<file path="config.mk">
export PLATFORM = sky130hd
export DESIGN_NAME = sparse_image_block_mapper_unit
export DESIGN_NICKNAME = d
export VERILOG_FILES = /design/src/sibm_pkg.sv /design/src/sparse_image_block_mapper_unit.sv /design/src/sibm_core.sv /design/src/sibm_res_fifo.sv
export SDC_FILE = /design/constraint.sdc
export NUM_CORES = 2
export LEC_CHECK = 0
export ABC_AREA = 1
export BUFFER_PORTS_ARGS = -buffer_cell sky130_fd_sc_hd__buf_2
export CAP_MARGIN = 20
export CORE_MARGIN = 1
export CORE_UTILIZATION = 50
export CTS_CLUSTER_SIZE = 12
export DETAILED_ROUTE_END_ITERATION = 8
export PLACE_DENSITY = 0.76
export SYNTH_ARGS = -nofsm -noshare
export SYNTH_HDL_FRONTEND = slang
export SYNTH_SLANG_ARGS = --single-unit
</file>
<file path="constraint.sdc">
create_clock -name aclk -period 25.3 [get_ports aclk]
set_input_delay 6.325 -clock aclk [delete_from_list [all_inputs] [get_ports aclk]]
set_output_delay 6.325 -clock aclk [all_outputs]
set_load 0.05 [all_outputs]
</file>
<file path="src/sibm_pkg.sv">
`timescale 1ns / 1ps
// Shared types and codes of the sparse image block mapper.
package sibm_pkg;

    // input command codes (carried in tuser)
    localparam logic CMD_DATA = 1'b0;
    localparam logic CMD_END  = 1'b1;

    // result kinds (carried in tuser)
    localparam logic [1:0] KIND_ENTRY   = 2'd0;
    localparam logic [1:0] KIND_FLUSH   = 2'd1;
    localparam logic [1:0] KIND_SUMMARY = 2'd2;
    localparam logic [1:0] KIND_ERROR   = 2'd3;

    // configuration register indexes
    localparam logic [1:0] REG_BLOCK_BITS  = 2'd0;
    localparam logic [1:0] REG_SECOND_BITS = 2'd1;
    localparam logic [1:0] REG_FIRST_BITS  = 2'd2;

    localparam int TI_W   = 18;
    localparam int SI_W   = 13;
    localparam int VAL_W  = 64;
    localparam int SIZE_W = 48;

    // result queue geometry
    localparam int MAX_RES  = 3;
    localparam int RQ_DEPTH = 4;
    localparam int RQ_AW    = 2;

    typedef struct packed {
        logic [1:0]        kind;
        logic [TI_W-1:0]   table_index;
        logic [SI_W-1:0]   entry_index;
        logic [VAL_W-1:0]  value;
        logic              copies_block;
        logic [SIZE_W-1:0] byte_total;
        logic              last;
    } res_t;

    // results raised by one request, in order from slot 0
    typedef struct packed {
        res_t [MAX_RES-1:0] res;
        logic [1:0]         cnt;
    } batch_t;

endpackage

</file>
<file path="src/sparse_image_block_mapper_unit.sv">
`timescale 1ns / 1ps
// Sparse disk image block mapper, top level.
//
// Input stream: one request per image word (tuser = 0) or an end-of-image
// marker (tuser = 1). Words are grouped into blocks; each finished block is
// classed as all zero, uniform or data and yields map entries, table
// flushes, an end summary or an overflow error on the result stream.
// Each request raises zero to three results; the last of them carries tlast.
// Results of a request are written into the result queue as it is
// accepted. A request is taken every cycle while the three-deep-plus-one
// result queue has room for a full batch, so the rate is one request per
// cycle when results are sparse and is set by the result port (one result a
// cycle) otherwise. s_axis_tready drops while two or more results wait.
// When the receiver stalls, results stay queued and in order; nothing is lost.
// Reset (aresetn low, synchronous) restores the register defaults (12, 9, 9),
// empties the queue and restarts the stream with the offset at one block.
// A configuration write also restarts the stream; write only while idle.
module sparse_image_block_mapper_unit #(
    parameter int OFFSET_BITS    = 48,
    parameter int MAX_BLOCK_BITS = 16,
    parameter int MAX_FIRST_BITS = 17
) (
    input  logic         aclk,
    input  logic         aresetn,
    // configuration
    input  logic         cfg_we,
    input  logic [1:0]   cfg_index,
    input  logic [4:0]   cfg_data,
    // input stream
    input  logic         s_axis_tvalid,
    output logic         s_axis_tready,
    input  logic [39:0]  s_axis_tdata,   // data_word[31:0], valid_bytes[34:32], zero pad
    input  logic [0:0]   s_axis_tuser,   // command[0]
    // result stream
    output logic         m_axis_tvalid,
    input  logic         m_axis_tready,
    // table_index[17:0], entry_index[30:18], value[94:31], copies_block[95],
    // byte_total[143:96]
    output logic [143:0] m_axis_tdata,
    output logic [1:0]   m_axis_tuser,   // kind[1:0]
    output logic         m_axis_tlast
);
    import sibm_pkg::*;

    batch_t batch;
    res_t   head;
    logic   space_ok;
    logic   accept;

    assign s_axis_tready = space_ok;
    assign accept        = s_axis_tvalid && space_ok;

    sibm_core #(
        .OFFSET_BITS    (OFFSET_BITS),
        .MAX_BLOCK_BITS (MAX_BLOCK_BITS),
        .MAX_FIRST_BITS (MAX_FIRST_BITS)
    ) u_core (
        .aclk        (aclk),
        .aresetn     (aresetn),
        .cfg_we      (cfg_we),
        .cfg_index   (cfg_index),
        .cfg_data    (cfg_data),
        .item_valid  (accept),
        .item_cmd    (s_axis_tuser[0]),
        .item_word   (s_axis_tdata[31:0]),
        .item_vbytes (s_axis_tdata[34:32]),
        .batch       (batch)
    );

    sibm_res_fifo u_fifo (
        .aclk     (aclk),
        .aresetn  (aresetn),
        .batch    (batch),
        .space_ok (space_ok),
        .m_valid  (m_axis_tvalid),
        .m_ready  (m_axis_tready),
        .head     (head)
    );

    assign m_axis_tdata = {head.byte_total, head.copies_block, head.value,
                           head.entry_index, head.table_index};
    assign m_axis_tuser = head.kind;
    assign m_axis_tlast = head.last;

endmodule

</file>
<file path="src/sibm_core.sv">
`timescale 1ns / 1ps
// Block classification, table bookkeeping and configuration registers.
module sibm_core #(
    parameter int OFFSET_BITS    = 48,
    parameter int MAX_BLOCK_BITS = 16,
    parameter int MAX_FIRST_BITS = 17
) (
    input  logic            aclk,
    input  logic            aresetn,
    input  logic            cfg_we,
    input  logic [1:0]      cfg_index,
    input  logic [4:0]      cfg_data,
    input  logic            item_valid,
    input  logic            item_cmd,
    input  logic [31:0]     item_word,
    input  logic [2:0]      item_vbytes,
    output sibm_pkg::batch_t batch
);
    import sibm_pkg::*;

    localparam int WIB_W = MAX_BLOCK_BITS - 2;
    localparam int FI_W  = MAX_FIRST_BITS + 1;
    localparam logic [4:0] MIN_BLOCK  = 5'd12;
    localparam logic [4:0] MAX_BLOCK  = 5'(MAX_BLOCK_BITS);
    localparam logic [3:0] MIN_SECOND = 4'd9;
    localparam logic [3:0] MAX_SECOND = 4'd13;
    localparam logic [4:0] MIN_FIRST  = 5'd9;
    localparam logic [4:0] MAX_FIRST  = 5'(MAX_FIRST_BITS);

    logic [4:0] block_bits_reg;
    logic [3:0] second_bits_reg;
    logic [4:0] first_bits_reg;

    logic [OFFSET_BITS-1:0] offset_reg;
    logic [SIZE_W-1:0]      bytes_reg;
    logic [WIB_W-1:0]       wib_reg;
    logic [SI_W-1:0]        si_reg;
    logic [FI_W-1:0]        fi_reg;
    logic                   tm_reg;
    logic                   zero_reg;
    logic                   uni_reg;
    logic [31:0]            fw_reg;
    logic                   ovf_reg;

    logic [4:0] eb, ef, bb_src, eb_rst;
    logic [3:0] es;
    logic [WIB_W-1:0] wpb_m1;
    logic [SI_W-1:0]  si_m1;
    logic [FI_W-1:0]  fi_cap;
    logic [OFFSET_BITS-1:0] blk_size, tbl_size, off_rst;
    logic [OFFSET_BITS-1:0] off_b, off_t, off_bt, off1, off_sel;
    logic [2:0]  v_eff;
    logic [31:0] w_m, fw_cur, blk_fw;
    logic start, fi_full, data_go, end_go, err, data_ok, cfg_hit, restart;
    logic z_d, u_d, fin, blk_z, blk_u, entry, copy, tm1, wrap, flush;

    // register clamps
    always_comb begin
        if (block_bits_reg < MIN_BLOCK) begin
            eb = MIN_BLOCK;
        end else if (block_bits_reg > MAX_BLOCK) begin
            eb = MAX_BLOCK;
        end else begin
            eb = block_bits_reg;
        end
        if (second_bits_reg < MIN_SECOND) begin
            es = MIN_SECOND;
        end else if (second_bits_reg > MAX_SECOND) begin
            es = MAX_SECOND;
        end else begin
            es = second_bits_reg;
        end
        if (first_bits_reg < MIN_FIRST) begin
            ef = MIN_FIRST;
        end else if (first_bits_reg > MAX_FIRST) begin
            ef = MAX_FIRST;
        end else begin
            ef = first_bits_reg;
        end
    end

    // block size after a restart follows a block_bits write in the same cycle
    assign cfg_hit = cfg_we && (cfg_index == REG_BLOCK_BITS || cfg_index == REG_SECOND_BITS
                                || cfg_index == REG_FIRST_BITS);
    assign bb_src  = (cfg_we && cfg_index == REG_BLOCK_BITS) ? cfg_data : block_bits_reg;

    always_comb begin
        if (!aresetn || bb_src < MIN_BLOCK) begin
            eb_rst = MIN_BLOCK;
        end else if (bb_src > MAX_BLOCK) begin
            eb_rst = MAX_BLOCK;
        end else begin
            eb_rst = bb_src;
        end
    end

    assign off_rst  = {{(OFFSET_BITS-1){1'b0}}, 1'b1} << eb_rst;
    assign blk_size = {{(OFFSET_BITS-1){1'b0}}, 1'b1} << eb;
    assign tbl_size = {{(OFFSET_BITS-1){1'b0}}, 1'b1} << ({1'b0, es} + 5'd3);
    assign wpb_m1   = ~({WIB_W{1'b1}} << (eb - 5'd2));
    assign si_m1    = ~({SI_W{1'b1}} << es);
    assign fi_cap   = {{(FI_W-1){1'b0}}, 1'b1} << ef;

    // byte count and low-byte masking
    always_comb begin
        v_eff = (item_vbytes > 3'd4) ? 3'd4 : item_vbytes;
        case (v_eff)
            3'd1:    w_m = item_word & 32'hFF00_0000;
            3'd2:    w_m = item_word & 32'hFFFF_0000;
            3'd3:    w_m = item_word & 32'hFFFF_FF00;
            default: w_m = item_word;
        endcase
    end

    assign start   = (wib_reg == '0);
    assign fi_full = (fi_reg >= fi_cap);
    assign data_go = item_valid && item_cmd == CMD_DATA && !ovf_reg && v_eff != 3'd0;
    assign end_go  = item_valid && item_cmd == CMD_END && !ovf_reg;
    assign err     = (item_valid && item_cmd == CMD_END && ovf_reg)
                   || (data_go && start && fi_full);
    assign data_ok = data_go && !(start && fi_full);

    assign fw_cur = start ? w_m : fw_reg;
    assign z_d    = (start || zero_reg) && (w_m == 32'd0);
    assign u_d    = (start || uni_reg) && (w_m == fw_cur);

    // a partial block at end of image is padded with zero words
    assign fin    = (data_ok && wib_reg == wpb_m1) || (end_go && !start);
    assign blk_z  = (item_cmd == CMD_DATA) ? z_d : zero_reg;
    assign blk_u  = (item_cmd == CMD_DATA) ? u_d : (uni_reg && fw_reg == 32'd0);
    assign blk_fw = (item_cmd == CMD_DATA) ? fw_cur : fw_reg;
    assign entry  = fin && !blk_z;
    assign copy   = entry && !blk_u;
    assign tm1    = tm_reg || entry;
    assign wrap   = fin && (si_reg == si_m1);
    assign flush  = tm1 && (wrap || end_go);

    assign off_b  = offset_reg + blk_size;
    assign off_t  = offset_reg + tbl_size;
    assign off_bt = offset_reg + (blk_size + tbl_size);
    assign off1   = copy ? off_b : offset_reg;

    always_comb begin
        case ({copy, flush})
            2'b11:   off_sel = off_bt;
            2'b10:   off_sel = off_b;
            2'b01:   off_sel = off_t;
            default: off_sel = offset_reg;
        endcase
    end

    always_comb begin
        logic [1:0] idx;
        res_t       r;
        batch = '0;
        idx   = 2'd0;
        r     = '0;
        if (err) begin
            r.kind        = KIND_ERROR;
            r.table_index = TI_W'(fi_reg);
            batch.res[0]  = r;
            idx           = 2'd1;
        end else begin
            if (entry) begin
                r              = '0;
                r.kind         = KIND_ENTRY;
                r.table_index  = TI_W'(fi_reg);
                r.entry_index  = si_reg;
                r.value        = copy ? VAL_W'(offset_reg) : {blk_fw, 32'd2};
                r.copies_block = copy;
                batch.res[idx] = r;
                idx            = idx + 2'd1;
            end
            if (flush) begin
                r              = '0;
                r.kind         = KIND_FLUSH;
                r.table_index  = TI_W'(fi_reg);
                r.value        = VAL_W'(off1);
                batch.res[idx] = r;
                idx            = idx + 2'd1;
            end
            if (end_go) begin
                r              = '0;
                r.kind         = KIND_SUMMARY;
                r.value        = VAL_W'(off_sel);
                r.byte_total   = bytes_reg;
                batch.res[idx] = r;
                idx            = idx + 2'd1;
            end
        end
        if (idx != 2'd0) begin
            batch.res[idx - 2'd1].last = 1'b1;
        end
        batch.cnt = idx;
    end

    always_ff @(posedge aclk) begin
        if (!aresetn) begin
            block_bits_reg  <= MIN_BLOCK;
            second_bits_reg <= MIN_SECOND;
            first_bits_reg  <= MIN_FIRST;
        end else if (cfg_we) begin
            unique case (cfg_index)
                REG_BLOCK_BITS:  block_bits_reg  <= cfg_data;
                REG_SECOND_BITS: second_bits_reg <= cfg_data[3:0];
                REG_FIRST_BITS:  first_bits_reg  <= cfg_data;
                default: ;
            endcase
        end
    end

    assign restart = !aresetn || cfg_hit || end_go;

    always_ff @(posedge aclk) begin
        if (restart) begin
            offset_reg <= off_rst;
            bytes_reg  <= '0;
            wib_reg    <= '0;
            si_reg     <= '0;
            fi_reg     <= '0;
            tm_reg     <= 1'b0;
            zero_reg   <= 1'b1;
            uni_reg    <= 1'b1;
            fw_reg     <= 32'd0;
            ovf_reg    <= 1'b0;
        end else if (err) begin
            ovf_reg <= 1'b1;
        end else if (data_ok) begin
            bytes_reg  <= bytes_reg + SIZE_W'(v_eff);
            fw_reg     <= fw_cur;
            zero_reg   <= z_d;
            uni_reg    <= u_d;
            offset_reg <= off_sel;
            if (fin) begin
                wib_reg <= '0;
                si_reg  <= wrap ? '0 : si_reg + SI_W'(1);
                fi_reg  <= fi_reg + FI_W'(wrap);
                tm_reg  <= flush ? 1'b0 : tm1;
            end else begin
                wib_reg <= wib_reg + WIB_W'(1);
            end
        end
    end

endmodule

</file>
<file path="src/sibm_res_fifo.sv">
`timescale 1ns / 1ps
// Result queue: takes up to three results per cycle, hands out one while m_ready is high.
module sibm_res_fifo (
    input  logic             aclk,
    input  logic             aresetn,
    input  sibm_pkg::batch_t batch,
    output logic             space_ok,
    output logic             m_valid,
    input  logic             m_ready,
    output sibm_pkg::res_t   head
);
    import sibm_pkg::*;

    res_t             mem [RQ_DEPTH];
    logic [RQ_AW-1:0] wr_ptr_reg, rd_ptr_reg;
    logic [RQ_AW:0]   count_reg;
    logic             pop;

    assign m_valid  = (count_reg != '0);
    assign pop      = m_valid && m_ready;
    assign head     = mem[rd_ptr_reg];
    // room for a full batch
    assign space_ok = (count_reg <= (RQ_AW+1)'(RQ_DEPTH - MAX_RES));

    always_ff @(posedge aclk) begin
        for (int k = 0; k < MAX_RES; k++) begin
            if (k < int'(batch.cnt)) begin
                mem[wr_ptr_reg + RQ_AW'(k)] <= batch.res[k];
            end
        end
    end

    always_ff @(posedge aclk) begin
        if (!aresetn) begin
            wr_ptr_reg <= '0;
            rd_ptr_reg <= '0;
            count_reg  <= '0;
        end else begin
            wr_ptr_reg <= wr_ptr_reg + RQ_AW'(batch.cnt);
            rd_ptr_reg <= rd_ptr_reg + RQ_AW'(pop);
            count_reg  <= count_reg + (RQ_AW+1)'(batch.cnt) - (RQ_AW+1)'(pop);
        end
    end

endmodule

</file>
* Word-level counts from Yosys, hierarchy flattened
Memories as Yosys holds them, arrays and structs flattened. A register that Yosys moved wholly into a read port is not among the register bits.
Cells that the tools add are included.
** Storage, ports and cells
- Input bits :: 53
- Bits in writable memories :: 588
- Memories :: 1
- Output and inout port bits :: 149
- Register bits :: 198
- Word-level logic and storage cells :: 189
** Cells by class
- Mux-type cells :: 54
- Order comparisons :: 20
- $add $sub $neg :: 19
- Shift operators :: 6
- Reduce and logical (&&, ||, !) cells :: 57
- Bitwise gates (word level) :: 4
- Equality and inequality tests :: 12
** Memories
- u_fifo.mem :: words 4, bits a word 147, rd ports 1, clocked after memory_dff 1, wr ports 3, line sibm_res_fifo.sv:14 : res_t mem [RQ_DEPTH];
** Operators with widths (number)
- 441-bit two-way mux :: 4
- 441-bit bitwise mux :: 3
- 147-bit demux with 2-bit select :: 3
- 147-bit two-way mux :: 4
- 294-bit two-way mux :: 1
- 48-bit adder :: 4
- 48-bit two-way mux :: 4
- 145-bit two-way mux :: 1
- 48-bit case mux with 3 select lines :: 1
- 1-bit by 5-bit << shifter with 48-bit output (first input constant) :: 3
- 24-bit case mux with 3 select lines :: 1
- 32-bit logical NOT :: 2
- 32-bit two-way mux :: 2
- 64-bit two-way mux :: 1
- 48-bit by 3-bit adder with 48-bit output :: 1
- 5-bit two-way mux :: 7
- 32-bit equality test :: 1
- 1-bit logical AND :: 26
- 18-bit by 1-bit adder with 18-bit output :: 1
- 18-bit greater-or-equal comparator :: 1
- 1-bit by 5-bit << shifter with 18-bit output (first input constant) :: 1
- 5-bit greater-than comparator (second input constant) :: 3
- 5-bit by 4-bit less-than comparator with 1-bit output (second input constant) :: 3
- 14-bit by 1-bit adder with 14-bit output (second input constant) :: 1
- other kinds (44) :: 93

* Depth between registers and ports, before layout
- Word-level depth :: 26
- Gate-level depth with buffers :: 40
- Gate-level depth less buffers :: 35

* Cells and area by module
Synthesis repeated with hierarchy kept, for this count alone.
** Unflattened totals
- Cell total of the unflattened synthesis :: 9127
- Area, all modules :: 61069.8 sq um
** Modules (own cells, without submodules)
- sibm_res_fifo :: area each 35970.7 sq um, cells each 4841, sequential area each 17797.1 sq um, instances 1
- sibm_core :: area each 25091.6 sq um, cells each 4284, sequential area each 4304.1 sq um, instances 1
- sparse_image_block_mapper_unit :: area each 7.5 sq um, cells each 2, sequential area each 0.0 sq um, instances 1

* Worst setup path after synthesis
No wires, ideal clock.
- Path type :: input to register
- Start point :: input s_axis_tdata[34]
- End point :: memory u_fifo.mem[0][0] in the netlist's numbering (enable)
- Path buffers :: 4
- Setup time :: 856 ps
- Path slack :: 5404 ps
- Data required time :: 24444 ps
- Data arrival time :: 19040 ps
- Stages :: 23
- Cells stage by stage :: inv_1 > o21ai_2 > buf_2 > nand2_1 > nand4_1 > nor2_1 > nand2_1 > nor2_2 > a21oi_2 > nand2_4 > buf_6 > nand2_4 > nand2_4 > buf_2 > buf_6 > inv_1 > ha_1 > xor2_1 > nand2_1 > inv_1 > nand2_1 > inv_1 > o21ai_0
** RTL lines
- start: declaration :: line sparse_image_block_mapper_unit.sv:32 : input logic [39:0] s_axis_tdata,
- end: declaration :: line sibm_res_fifo.sv:14

==> metrics.md <==
| Metric | Value |
|---|---|
| Final period utilization | 55.5% |
| Post-DP HPWL | 134 mm |
| Die ar. | 109000 µm² |
| Layout cells sized above 1 | 6.82% |
| 1st-pass router iterations | 8 |
| Pin count of the biggest net entering global routing | 141 |
| Vias per std cell | 6.22 |
| Max Freq | 71.2 MHz |
| Crit Path Class | input port to flop |
| PD cells | 82.2 nW/µm² |
| RSZ-0062 raised after global routing | no |
| Max reg flops | 588 |
| Initial DRC count | 7416 |
| Initial antenna violation count | 9 |
| Clock Path Buffers | 3 |
| Max Cap Violations | 0 |
| Data required, critical path | 25.79 ns |
| Total power | 4.83 mW |
| Seq/Total Area, Yosys | 41.0% |
| Count of input and output buffers | 196 |
| Commonest non-fill, non-tap cell in the layout | nand2_1 |
| DRC viols | 0 |
| Core Area | 107000 µm² |
| Crit path max fanout | 62 |
| Yosys warns | 0 |
| Leakage | 23.5 nW |
| Clock root buffer | clkbuf_16 |
| Post-Synthesis Cells | 7295 |
| Status | complete, no violations |
| Least-Margin Pin Slew | 1.20 ns |
| Maximum VDD drop | 67.2 µV |
| Die Ht | 330 µm |
| Area Overhead vs Synth | 9.23% |
| Count of cell types in the netlist | 66 |
| Post-synth EDFFs | 636 |
| Min Hold Slack | 0.490 ns |
| Initial Util | 50.4% |
| CTS Hold Bufs | 0 |
| Worst Setup End Kind | flop |
| H-tree depth | 3 |
| Total GRT Usage | 35.1% |
| Critical path arrival | 14.55 ns |
| WL/cell | 22.4 µm |
| First-pass GRT wire length | 294 mm |
| CTS Sinks | 786 |
| Rel. slew slack | 20.1% |
| Fin Setup TNS | 0 ns |
| Final Hold Fails | 0 |
| Via count | 55000 |
| Min-Delay Path Class | flop to flop |
| Remaining global-route overflow | 0 |
| Ports | 202 |
| Post-CTS sizing | 0 |
| CTS tree | done |
| Asr flop ratio synth | 0% |
| CTS Buf Count | 85 |
| Clock network latency to the later pin of the worst-skew pair | 0.71 ns |
| Minimum clock period | 14.05 ns |
| Flops & latches, synth | 786 |
| Reg clk slew, reported paths | 0.06 ns |
| Die Width | 330 µm |
| Commonest non-fill, non-tap cells in the layout | nand2_1 (1711), nor2_1 (937), o21ai_0 (674), inv_1 (649), edfxtp_1 (636) |
| CP Launch Type | input port |
| Final Skew | 0.0515 ns |
| Remaining antenna violation count | 0 |
| Routability Congestion | 1.10 |
| Vias in the first global route | 50700 |
| Final net count | 7595 |
| # setup viols final | 0 |
| Setup bufs post-CTS | 0 |
| Most used DFF post-synth | edfxtp_1 |
| Final wirelength | 198 mm |
| Row cnt | 120 |
| Post-Syn Area | 53900 µm² |
| Post-Syn Area per Cell | 7.38 µm² |
| Count of pins over their slew limit | 0 |
## routing by layer
| layer | part of all wire, % | GRT usage (%) | up-vias |
|---|---|---|---|
| met2 | 45 | 56.0 | 3737 |
| met3 | 13 | 7.19 | 698 |
| met4 | 4.8 | 16.3 | 10 |
| met5 | 0.035 | 0 | - |
| li1 | - | - | 25000 |
| met1 | 37 | 45.7 | 25500 |
## worst paths after layout
kind                                         startpoint                           endpoint  slack [ns]  depth (start not counted)
setup / recovery                       s_axis_tdata[34]        u_fifo.mem[0][18]$_DFFE_PP_       11.25                         22
hold / removal        u_core.bytes_reg[19]$_SDFFE_PN0P_  u_core.bytes_reg[19]$_SDFFE_PN0P_        0.49                          1
setup reg to reg  u_core.first_bits_reg[1]$_SDFFE_PN0P_        u_fifo.mem[0][18]$_DFFE_PP_       15.70                         29
hold reg to reg       u_core.bytes_reg[19]$_SDFFE_PN0P_  u_core.bytes_reg[19]$_SDFFE_PN0P_        0.49                          1
## critical path, stage by stage
cell and delay [ns]:
buf_2 0.18, nor2_1 0.43, nor2_1 0.20, nor3_4 0.24, inv_2 0.07, a21oi_4 0.10
buf_4 0.54, nand2_2 0.37, nand2_2 0.38, nand2_1 0.27, nand2_2 0.43, nand2_4 0.56
inv_1 0.26, ha_1 0.29, xor2_1 0.17, nand2_1 0.22, nand2_1 0.23, nor2_1 0.75
inv_2 0.37, nor2_4 1.00, inv_2 0.71, o221ai_1 0.39
## final cells by class
cell class                      count  area (µm²)
Tap cell                         1403        1760
Sequential cell                   786       22100
Clock buffer                      127        2410
Fill cell                        9846       48100
Multi-Input combinational cell   5542       28100
Timing Repair Buffer              263        1520
Clock inverter                     30         323
Inverter                          690        2600
Antenna cell                        2        5.00
## cell usage after synthesis (all sizes together) (93+ instances only)
cell type	n	area, µm²
a21oi	315	1600
buf	100	586
clkbuf	284	1070
dfxtp	150	3000
edfxtp	636	19100
ha	137	1710
inv	670	2510
nand2	1729	6550
nand3	609	3120
nor2	970	3710
o21ai	737	3740
o22ai	274	1710
xor2	93	815
## report_power, final
part | leakage (nW) | total (mW) | switching (mW) | internal, mW
sequential | 7.53 | 1.65 | 0.0839 | 1.56
combinational | 14.7 | 1.95 | 1.53 | 0.419
clock | 1.31 | 1.24 | 0.556 | 0.685
total | 23.5 | 4.83 | 2.17 | 2.67
## metrics by stage
| stage | setup WS [ns] | utilization (%) | instance area, µm² | instances |
|---|---|---|---|---|
| after floorplan | 5.40 | - | 54300 | 7402 |
| after global placement | 11.11 | 52.4 | 56000 | 8681 |
| after detailed placement | 10.97 | 52.4 | 56000 | 8681 |
| after CTS | 11.67 | 55.0 | 58800 | 8838 |
| after global routing | 11.08 | 55.0 | 58800 | 8842 |
| final | 11.25 | 55.0 | 58800 | 8843 |
## cells by family after synthesis
kind of cell	after synthesis	synth area share, %
flops	786	41.0
other cells	2	0.0139
fa+ha+maj	174	4.56
buf+inv	1074	7.88
compound gates	1582	16.9
mux	1	0.0186
xor+xnor	130	2.11
simple gates	3546	27.5
Note: power is estimated with default switching activity, not from simulation.
